$ cat config.mk
export PLATFORM = sky130hd
export DESIGN_NAME = rlp_header_and_scalar_encoder_top_flat
export DESIGN_NICKNAME = d
export VERILOG_FILES = /design/src/design/rlp_pkg.sv /design/src/design/rlp_in_if.sv /design/src/design/rlp_out_if.sv /design/src/design/rlp_ser.sv /design/src/design/rlp_header_and_scalar_encoder_top.sv /design/src/flat_wrapper.sv
export SDC_FILE = /design/constraint.sdc
export NUM_CORES = 1
export LEC_CHECK = 0
export BUFFER_PORTS_ARGS = -buffer_cell sky130_fd_sc_hd__clkbuf_2
export CAP_MARGIN = 10
export CORE_MARGIN = 4
export CORE_UTILIZATION = 50
export CTS_CLUSTER_SIZE = 20
export DETAILED_ROUTE_END_ITERATION = 10
export PLACE_DENSITY = 0.68
export SYNTH_ARGS = -nofsm -noshare
export SYNTH_HDL_FRONTEND = slang
export SYNTH_SLANG_ARGS = --single-unit
export TNS_END_PERCENT = 100
$ cat constraint.sdc
create_clock -name clk_i -period 5.56 [get_ports clk_i]
set_input_delay 0.278 -clock clk_i [delete_from_list [all_inputs] [get_ports clk_i]]
set_output_delay 0.278 -clock clk_i [all_outputs]
set_load 0.01 [all_outputs]
$ cat src/design/rlp_pkg.sv
// ----------------------------------------------------------------------------
// rlp_pkg
// shared types and constants for the rlp header and scalar encoder
// ----------------------------------------------------------------------------
`default_nettype none

package rlp_pkg;

  // request codes carried on the func field
  typedef enum logic [1:0] {
    FN_INT  = 2'd0,
    FN_STR  = 2'd1,
    FN_LIST = 2'd2
  } func_e;

  localparam logic [7:0] STR_OFF     = 8'h80;
  localparam logic [7:0] LIST_OFF    = 8'hc0;
  localparam logic [7:0] LONG_BASE   = 8'd55;
  localparam logic [6:0] SHORT_LIMIT = 7'd56;
  localparam int unsigned VAL_BYTES  = 8;

  // one encoding ready for the byte serializer
  typedef struct packed {
    logic [7:0]  hdr;   // first byte
    logic [63:0] data;  // payload bytes, most significant first
    logic [3:0]  cnt;   // payload bytes that follow the first byte
  } pkt_t;

endpackage

`default_nettype wire

$ cat src/design/rlp_in_if.sv
// ----------------------------------------------------------------------------
// rlp_in_if
// request channel: func, value and first data byte
// ----------------------------------------------------------------------------
`default_nettype none

interface rlp_in_if;
  logic        valid;
  logic        ready;
  logic [1:0]  func;
  logic [63:0] value;
  logic [7:0]  first_byte;

  modport source (output valid, output func, output value, output first_byte, input ready);
  modport sink   (input valid, input func, input value, input first_byte, output ready);
endinterface

`default_nettype wire

$ cat src/design/rlp_out_if.sv
// ----------------------------------------------------------------------------
// rlp_out_if
// encoded byte channel with end marker
// ----------------------------------------------------------------------------
`default_nettype none

interface rlp_out_if;
  logic       valid;
  logic       ready;
  logic [7:0] out_byte;
  logic       last;

  modport source (output valid, output out_byte, output last, input ready);
  modport sink   (input valid, input out_byte, input last, output ready);
endinterface

`default_nettype wire

$ cat src/design/rlp_ser.sv
// ----------------------------------------------------------------------------
// rlp_ser
// byte serializer: header byte, then payload bytes, last marked
// ----------------------------------------------------------------------------
`default_nettype none

module rlp_ser (
  input  wire             clk_i,
  input  wire             rst_ni,
  input  wire             pkt_valid_i,
  input  rlp_pkg::pkt_t   pkt_i,
  output logic            pkt_ready_o,
  rlp_out_if.source       out_o
);

  logic        out_valid_q, out_valid_d;
  logic [7:0]  out_byte_q, out_byte_d;
  logic        out_last_q, out_last_d;
  logic [63:0] sh_q, sh_d;
  logic [3:0]  rem_q, rem_d;
  logic        advance;

  // output register free or being drained this cycle
  assign advance     = !out_valid_q || out_o.ready;
  assign pkt_ready_o = advance && (rem_q == 4'd0);

  always_comb begin
    out_valid_d = out_valid_q;
    out_byte_d  = out_byte_q;
    out_last_d  = out_last_q;
    sh_d        = sh_q;
    rem_d       = rem_q;
    if (advance) begin
      if (rem_q != 4'd0) begin
        // next payload byte
        out_valid_d = 1'b1;
        out_byte_d  = sh_q[63:56];
        out_last_d  = (rem_q == 4'd1);
        sh_d        = {sh_q[55:0], 8'h00};
        rem_d       = rem_q - 4'd1;
      end else if (pkt_valid_i) begin
        out_valid_d = 1'b1;
        out_byte_d  = pkt_i.hdr;
        out_last_d  = (pkt_i.cnt == 4'd0);
        sh_d        = pkt_i.data;
        rem_d       = pkt_i.cnt;
      end else begin
        out_valid_d = 1'b0;
      end
    end
  end

  always_ff @(posedge clk_i or negedge rst_ni) begin
    if (!rst_ni) begin
      out_valid_q <= 1'b0;
      rem_q       <= 4'd0;
    end else begin
      out_valid_q <= out_valid_d;
      rem_q       <= rem_d;
    end
  end

  always_ff @(posedge clk_i) begin
    out_byte_q <= out_byte_d;
    out_last_q <= out_last_d;
    sh_q       <= sh_d;
  end

  assign out_o.valid    = out_valid_q;
  assign out_o.out_byte = out_byte_q;
  assign out_o.last     = out_last_q;

endmodule

`default_nettype wire

$ cat src/design/rlp_header_and_scalar_encoder_top.sv
// ----------------------------------------------------------------------------
// rlp_header_and_scalar_encoder_top
// rlp encoder for 64-bit integers and string or list headers
// ----------------------------------------------------------------------------
// path: a request moves through the stage 1, 2 and 3 registers, and its first
//   byte then leaves the serializer's output register
// throughput: one request a cycle enters the pipe while no stage stalls; the
//   serializer sends a header and n payload bytes (0..8) before the next request
// reset: rst_ni clears every valid bit and the serializer's byte count;
//   payload registers are not reset
// ----------------------------------------------------------------------------
`default_nettype none

module rlp_header_and_scalar_encoder_top (
  input  wire        clk_i,
  input  wire        rst_ni,
  rlp_in_if.sink     in_i,
  rlp_out_if.source  out_o
);

  // --------------------------------------------------------------------------
  // stage 1: request register
  // --------------------------------------------------------------------------
  logic        s1_valid_q;
  logic [1:0]  s1_func_q;
  logic [63:0] s1_value_q;
  logic [7:0]  s1_first_q;
  logic        s1_ready;

  // --------------------------------------------------------------------------
  // stage 2: byte count and range flags
  // --------------------------------------------------------------------------
  logic        s2_valid_q;
  logic [1:0]  s2_func_q;
  logic [63:0] s2_value_q;
  logic [7:0]  s2_first_q;
  logic [3:0]  s2_n_q, s2_n_d;
  logic        s2_lt128_q, s2_lt56_q, s2_single_q;
  logic        s2_ready;

  // --------------------------------------------------------------------------
  // stage 3: finished encoding waiting for the serializer
  // --------------------------------------------------------------------------
  logic          s3_valid_q;
  rlp_pkg::pkt_t s3_pkt_q, s3_pkt_d;
  logic          s3_ready;
  logic          pkt_ready;

  // backpressure chain: a stage takes new data when empty or when it drains
  assign s3_ready   = !s3_valid_q || pkt_ready;
  assign s2_ready   = !s2_valid_q || s3_ready;
  assign s1_ready   = !s1_valid_q || s2_ready;
  assign in_i.ready = s1_ready;

  always_ff @(posedge clk_i or negedge rst_ni) begin
    if (!rst_ni) begin
      s1_valid_q <= 1'b0;
    end else if (s1_ready) begin
      s1_valid_q <= in_i.valid;
    end
  end

  always_ff @(posedge clk_i) begin
    if (s1_ready) begin
      s1_func_q  <= in_i.func;
      s1_value_q <= in_i.value;
      s1_first_q <= in_i.first_byte;
    end
  end

  // minimal big-endian byte count: index of the highest nonzero byte plus one
  always_comb begin
    s2_n_d = 4'd0;
    for (int i = 0; i < rlp_pkg::VAL_BYTES; i++) begin
      if (s1_value_q[8*i +: 8] != 8'h00) begin
        s2_n_d = 4'(i + 1);
      end
    end
  end

  // the unused request code produces no bytes, so it is dropped here
  always_ff @(posedge clk_i or negedge rst_ni) begin
    if (!rst_ni) begin
      s2_valid_q <= 1'b0;
    end else if (s2_ready) begin
      s2_valid_q <= s1_valid_q && (s1_func_q == rlp_pkg::FN_INT ||
                                   s1_func_q == rlp_pkg::FN_STR ||
                                   s1_func_q == rlp_pkg::FN_LIST);
    end
  end

  always_ff @(posedge clk_i) begin
    if (s2_ready) begin
      s2_func_q   <= s1_func_q;
      s2_value_q  <= s1_value_q;
      s2_first_q  <= s1_first_q;
      s2_n_q      <= s2_n_d;
      s2_lt128_q  <= (s1_value_q[63:7] == 57'd0);
      s2_lt56_q   <= (s1_value_q[63:6] == 58'd0) &&
                     (s1_value_q[5:0] < rlp_pkg::SHORT_LIMIT[5:0]);
      // one-byte string below 0x80 goes out as the byte itself
      s2_single_q <= (s1_value_q == 64'd1) && !s1_first_q[7];
    end
  end

  // header byte, payload byte count and left-aligned payload
  always_comb begin
    logic [7:0] off;
    off = (s2_func_q == rlp_pkg::FN_LIST) ? rlp_pkg::LIST_OFF : rlp_pkg::STR_OFF;
    // n == 0 shifts everything out, leaving an empty payload
    s3_pkt_d.data = s2_value_q << {4'd8 - s2_n_q, 3'b000};
    s3_pkt_d.cnt  = s2_n_q;
    s3_pkt_d.hdr  = off + rlp_pkg::LONG_BASE + {4'd0, s2_n_q};
    if (s2_func_q == rlp_pkg::FN_INT) begin
      if (s2_lt128_q && s2_n_q != 4'd0) begin
        s3_pkt_d.hdr = s2_value_q[7:0];
        s3_pkt_d.cnt = 4'd0;
      end else begin
        // zero encodes as the bare string offset with no payload; larger values get 0x80 plus n
        s3_pkt_d.hdr = rlp_pkg::STR_OFF + {4'd0, s2_n_q};
      end
    end else if (s2_func_q == rlp_pkg::FN_STR && s2_single_q) begin
      s3_pkt_d.hdr = s2_first_q;
      s3_pkt_d.cnt = 4'd0;
    end else if (s2_lt56_q) begin
      // short form header
      s3_pkt_d.hdr = off + s2_value_q[7:0];
      s3_pkt_d.cnt = 4'd0;
    end
  end

  always_ff @(posedge clk_i or negedge rst_ni) begin
    if (!rst_ni) begin
      s3_valid_q <= 1'b0;
    end else if (s3_ready) begin
      s3_valid_q <= s2_valid_q;
    end
  end

  always_ff @(posedge clk_i) begin
    if (s3_ready) begin
      s3_pkt_q <= s3_pkt_d;
    end
  end

  // --------------------------------------------------------------------------
  // serializer and output register
  // --------------------------------------------------------------------------
  rlp_ser u_ser (
    .clk_i       (clk_i),
    .rst_ni      (rst_ni),
    .pkt_valid_i (s3_valid_q),
    .pkt_i       (s3_pkt_q),
    .pkt_ready_o (pkt_ready),
    .out_o       (out_o)
  );

endmodule

`default_nettype wire
$ cat src/flat_wrapper.sv
// flat-port wrapper written by rule: the top's interface ports become plain ports
module rlp_header_and_scalar_encoder_top_flat 
  (clk_i, rst_ni, in_i_valid, in_i_func, in_i_value, in_i_first_byte, in_i_ready, out_o_valid, out_o_out_byte, out_o_last, out_o_ready);
  rlp_in_if in_i_i ();
  rlp_out_if out_o_i ();
  input  wire clk_i;
  input  wire rst_ni;
  input wire logic [$bits(in_i_i.valid)-1:0] in_i_valid;
  input wire logic [$bits(in_i_i.func)-1:0] in_i_func;
  input wire logic [$bits(in_i_i.value)-1:0] in_i_value;
  input wire logic [$bits(in_i_i.first_byte)-1:0] in_i_first_byte;
  output wire logic [$bits(in_i_i.ready)-1:0] in_i_ready;
  output wire logic [$bits(out_o_i.valid)-1:0] out_o_valid;
  output wire logic [$bits(out_o_i.out_byte)-1:0] out_o_out_byte;
  output wire logic [$bits(out_o_i.last)-1:0] out_o_last;
  input wire logic [$bits(out_o_i.ready)-1:0] out_o_ready;
  assign in_i_i.valid = in_i_valid;
  assign in_i_i.func = in_i_func;
  assign in_i_i.value = in_i_value;
  assign in_i_i.first_byte = in_i_first_byte;
  assign in_i_ready = in_i_i.ready;
  assign out_o_valid = out_o_i.valid;
  assign out_o_out_byte = out_o_i.out_byte;
  assign out_o_last = out_o_i.last;
  assign out_o_i.ready = out_o_ready;
  rlp_header_and_scalar_encoder_top u_core (.clk_i(clk_i), .rst_ni(rst_ni), .in_i(in_i_i), .out_o(out_o_i));
endmodule
==> metrics.md <==
| Metric | Value |
|---|---|
| Final Hold Viols | 0 |
| Largest net degree at the start of global routing | 78 |
| Number of placement rows | 58 |
| Total number of nets in the final design | 1049 |
| Share of synthesized area occupied by flip-flops and latches | 72.1% |
| Mean post-synth cell area | 16.2 sq um |
| Number of iterations in the first detailed-routing pass | 5 |
| Global-route wire length before repair | 42500 um |
| Commonest cells in the synthesized netlist | sky130_fd_sc_hd__edfxtp_1 (304), sky130_fd_sc_hd__mux2_2 (70), sky130_fd_sc_hd__nand2_1 (64) |
| Initial antenna violation count | 0 |
| Via count normalized by instance count | 5.57 |
| Maximum fanout along the worst path | 31 |
| Reported leakage power | 5.36 nW |
| Min Tclk post-route | 3.29 ns |
| Multi-input combinational cell area | 0.00345 sq mm |
| Transition time of the tightest slew-check pin | 1.03 ns |
| Buffers inserted during post-CTS setup optimization | 0 |
| Reg clk slew, reported paths | 0.06 ns |
| Count of instances resized after the clock tree is built | 0 |
| Clock tree from TritonCTS | yes |
| Share of layout cells above drive strength 1 | 25.2% |
| Fin Setup TNS | 0 ns |
| CP endpoint kind | flip-flop |
| Top FF cell, synth | sky130_fd_sc_hd__edfxtp_1 |
| Largest area contributor in the netlist | sky130_fd_sc_hd__edfxtp_1 |
| Max-cap violations | 0 |
| Die X | 169 um |
| Maximum clock skew at final layout | 0.0170 ns |
| Final critical-path setup slack | 2.27 ns |
| Instance area after placement | 0.0137 sq mm |
| Fillers | 1848 |
| Gate count after technology mapping | 799 |
| Number of warnings reported in the yosys synthesis log | 0 |
| Setup Slack @ Placement | 2.30 ns |
| CTS Sinks | 312 |
| Total DRC errors in the routed layout | 0 |
| Register area | 0.00933 sq mm |
| Maximum level of the CTS H-tree | 1 |
| Worst hold-check path type | in2async |
| Largest voltage drop on the vdd net | 0.395 mV |
| Antenna fix cells | 0 |
| Total non-filler cell area in the finished layout | 0.0154 sq mm |
| Fraction of registers with async set/reset | 2.56% |
| Status | finished clean |
| Routed Antenna Nets | 0 |
| GRT Residual Overflow | 0 |
| Post-detailed-placement half-perimeter wirelength | 17500 um |
| Initial core utilization | 51.1% |
| Post-placement cell count | 1188 |
| Synth area leaders | sky130_fd_sc_hd__edfxtp_1 (71%), sky130_fd_sc_hd__mux2_2 (6.1%), sky130_fd_sc_hd__mux4_2 (4.7%) |
| Maximum buffer depth of the clock tree | 3 |
| Element type at the critical path start | flip-flop |
| Mapped cell area | 0.0129 sq mm |
| Synth Register Bits | 312 |
| Post-layout total power | 8.64 mW |
| Global placer's final weighted congestion | 0.892 |
| Wirelength, routed | 27400 um |
| Non-filler cells, final | 1319 |
| Final routed wire length divided by cell count | 20.7 um |
| Yosys top cell area share | 70.6% |
| Data arrival time of the critical path | 3.54 ns |
| Drt initial violations | 592 |
| Clock network fraction of total power | 22.6% |
| Clock buffer count from CTS | 31 |
| Switching power share of the total | 31.8% |
| Power per standard cell area | 560 mW/mm^2 |
| Final period utilization | 59.1% |
| Share of total power in combinational logic | 27.3% |
| Internal power component | 5.89 mW |
| Hold buffers post-CTS | 76 |
| Relative slew margins | 31.0% |
| Register share of total power | 50.0% |
| Critical path type | reg2reg |
| Number of ports placed on the die boundary | 89 |
| Post-synthesis net count | 881 |
| Die area | 0.0285 sq mm |
| Final max-slew violation count | 0 |
| Overall track demand over capacity in global routing | 19.3% |
| NetSw | 2.75 mW |
| Dominant cell by count in the synthesized netlist | sky130_fd_sc_hd__edfxtp_1 |
| IO Port Bufs | 88 |
| Clk Latency, worst-skew pair | 0.55 ns |
| Post-route worst hold slack | 0.107 ns |
| Total vias in the final route | 7349 |
| RSZ-0062 raised after global routing | false |
| Maximum achievable frequency | 304 MHz |
| Final-report setup violation count | 0 |
| Root buf cell | sky130_fd_sc_hd__clkbuf_16 |
| Chip Height | 169 um |
| Final core utilization | 61.0% |
| Number of global-route vias before repair | 7277 |
| Core area | 0.0253 sq mm |
| Critical path data required time | 5.81 ns |
| Post-synth EDFFs | 304 |
| Yosys cell types | 44 |
| Area growth from synthesis to layout | 19.3% |
-- flip-flops by register name (all words and copies together) (netlist names) --
signal,cells
u_core.s3_pkt_q,76
u_core.s1_value_q,64
u_core.s2_value_q,64
u_core.u_ser.sh_q,64
u_core.s1_first_q,8
u_core.s2_first_q,8
u_core.u_ser.out_o.out_byte,8
u_core.s2_n_q,4
u_core.u_ser.rem_q,4
u_core.s1_func_q,2
u_core.s2_func_q,2
u_core.s1_valid_q,1
u_core.s2_lt128_q,1
u_core.s2_lt56_q,1
u_core.s2_single_q,1
u_core.s2_valid_q,1
u_core.s3_valid_q,1
u_core.u_ser.out_o.last,1
u_core.u_ser.out_o.valid,1
-- per-layer routing --
metal  up-vias  global-route usage, %  wire length [um]
met1      3595                   29.0             12300
met2       261                   28.9             12500
met3        49                   3.55              1790
met5         -                      0                 0
met4         0                   6.00               838
li1       3444                      -                 -
-- kinds of logic after synthesis --
kind of cell | Yosys count | share of synthesized area [%]
adder cells (fa/ha/maj) | 4 | 0.387
AND/OR/NAND/NOR | 194 | 7.28
buffers and inverters | 47 | 1.55
XOR/XNOR | 5 | 0.338
AO/OA/AOI/OAI | 106 | 4.92
multiplexers | 131 | 13.4
flip-flops | 312 | 72.1
-- worst max-delay path: stages (launching register included) --
cell and delay [ns]:
sky130_fd_sc_hd__edfxtp_1 0.36, sky130_fd_sc_hd__clkinv_1 0.40, sky130_fd_sc_hd__ha_2 0.88, sky130_fd_sc_hd__buf_4 0.47, sky130_fd_sc_hd__mux2_2 0.40, sky130_fd_sc_hd__nor2_1 0.13, sky130_fd_sc_hd__a211oi_1 0.07, sky130_fd_sc_hd__a21oi_1 0.20
sky130_fd_sc_hd__nor2_1 0.06
-- path summary, 6_finish.rpt --
path | slack [ns] | cells past startpoint | from | end
worst max-delay path | 2.27 | 8 | u_core.s2_n_q[0] | u_core.s3_pkt_q[64]
worst min-delay path | 0.11 | 2 | rst_ni | u_core.s1_valid_q
min in group clk_i | 0.21 | 5 | out_o_ready | u_core.u_ser.rem_q[3]
max in group asynchronous | 5.27 | 2 | rst_ni | u_core.u_ser.rem_q[0]
worst min register to register | 0.43 | 0 | u_core.s1_first_q[4] | u_core.s2_first_q[4]
worst max register to register | 2.27 | 8 | u_core.s2_n_q[0] | u_core.s3_pkt_q[64]
-- cells in the final DEF, fill, tap and decap left out, types with 4 or more instances in the layout --
master                          Yosys  layout
sky130_fd_sc_hd__nand3_1           10       9
sky130_fd_sc_hd__nor2_1            40      40
sky130_fd_sc_hd__nor3_1            11      10
sky130_fd_sc_hd__clkbuf_16          0      31
sky130_fd_sc_hd__dlygate4sd3_1      0      76
sky130_fd_sc_hd__edfxtp_1         304     304
sky130_fd_sc_hd__or2_2              4       4
sky130_fd_sc_hd__buf_4              0       9
sky130_fd_sc_hd__mux4_2            27      27
sky130_fd_sc_hd__nor2b_1           15      15
sky130_fd_sc_hd__a211oi_1          14      14
sky130_fd_sc_hd__a21oi_1           47      47
sky130_fd_sc_hd__clkinv_1           1       7
sky130_fd_sc_hd__clkbuf_1          18       8
sky130_fd_sc_hd__o21ai_0           13      13
sky130_fd_sc_hd__nand2b_1           7       7
sky130_fd_sc_hd__nor4_1            18      18
sky130_fd_sc_hd__o211ai_1           8       8
sky130_fd_sc_hd__mux2i_1           34      34
sky130_fd_sc_hd__dfrtp_1            8       8
sky130_fd_sc_hd__clkbuf_2           0      88
sky130_fd_sc_hd__mux2_2            70      70
sky130_fd_sc_hd__inv_1              8       7
sky130_fd_sc_hd__o21ai_1           11      11
sky130_fd_sc_hd__and2_1            16      16
sky130_fd_sc_hd__nand2_1           64      63
-- power groups by stage --
stage	registers [mW]	clock network, mW	logic [mW]
after floorplan	4.16	0	1.78
after global placement	4.34	0	2.29
after detailed placement	4.36	0	2.31
after CTS	4.32	1.99	2.36
after global routing	4.40	2.11	2.59
final	4.32	1.96	2.36
-- area by class of cell --
cell class / instances / share of cell area, %
Timing Repair Buffer: 173 / 8.22
Sequential cell: 312 / 60.4
Tap cell: 330 / 2.67
Inverter: 9 / 0.219
Clock inverter: 16 / 0.900
Multi-Input combinational cell: 440 / 22.4
Clock buffer: 39 / 5.22
Power figures use the tool's default switching activity.
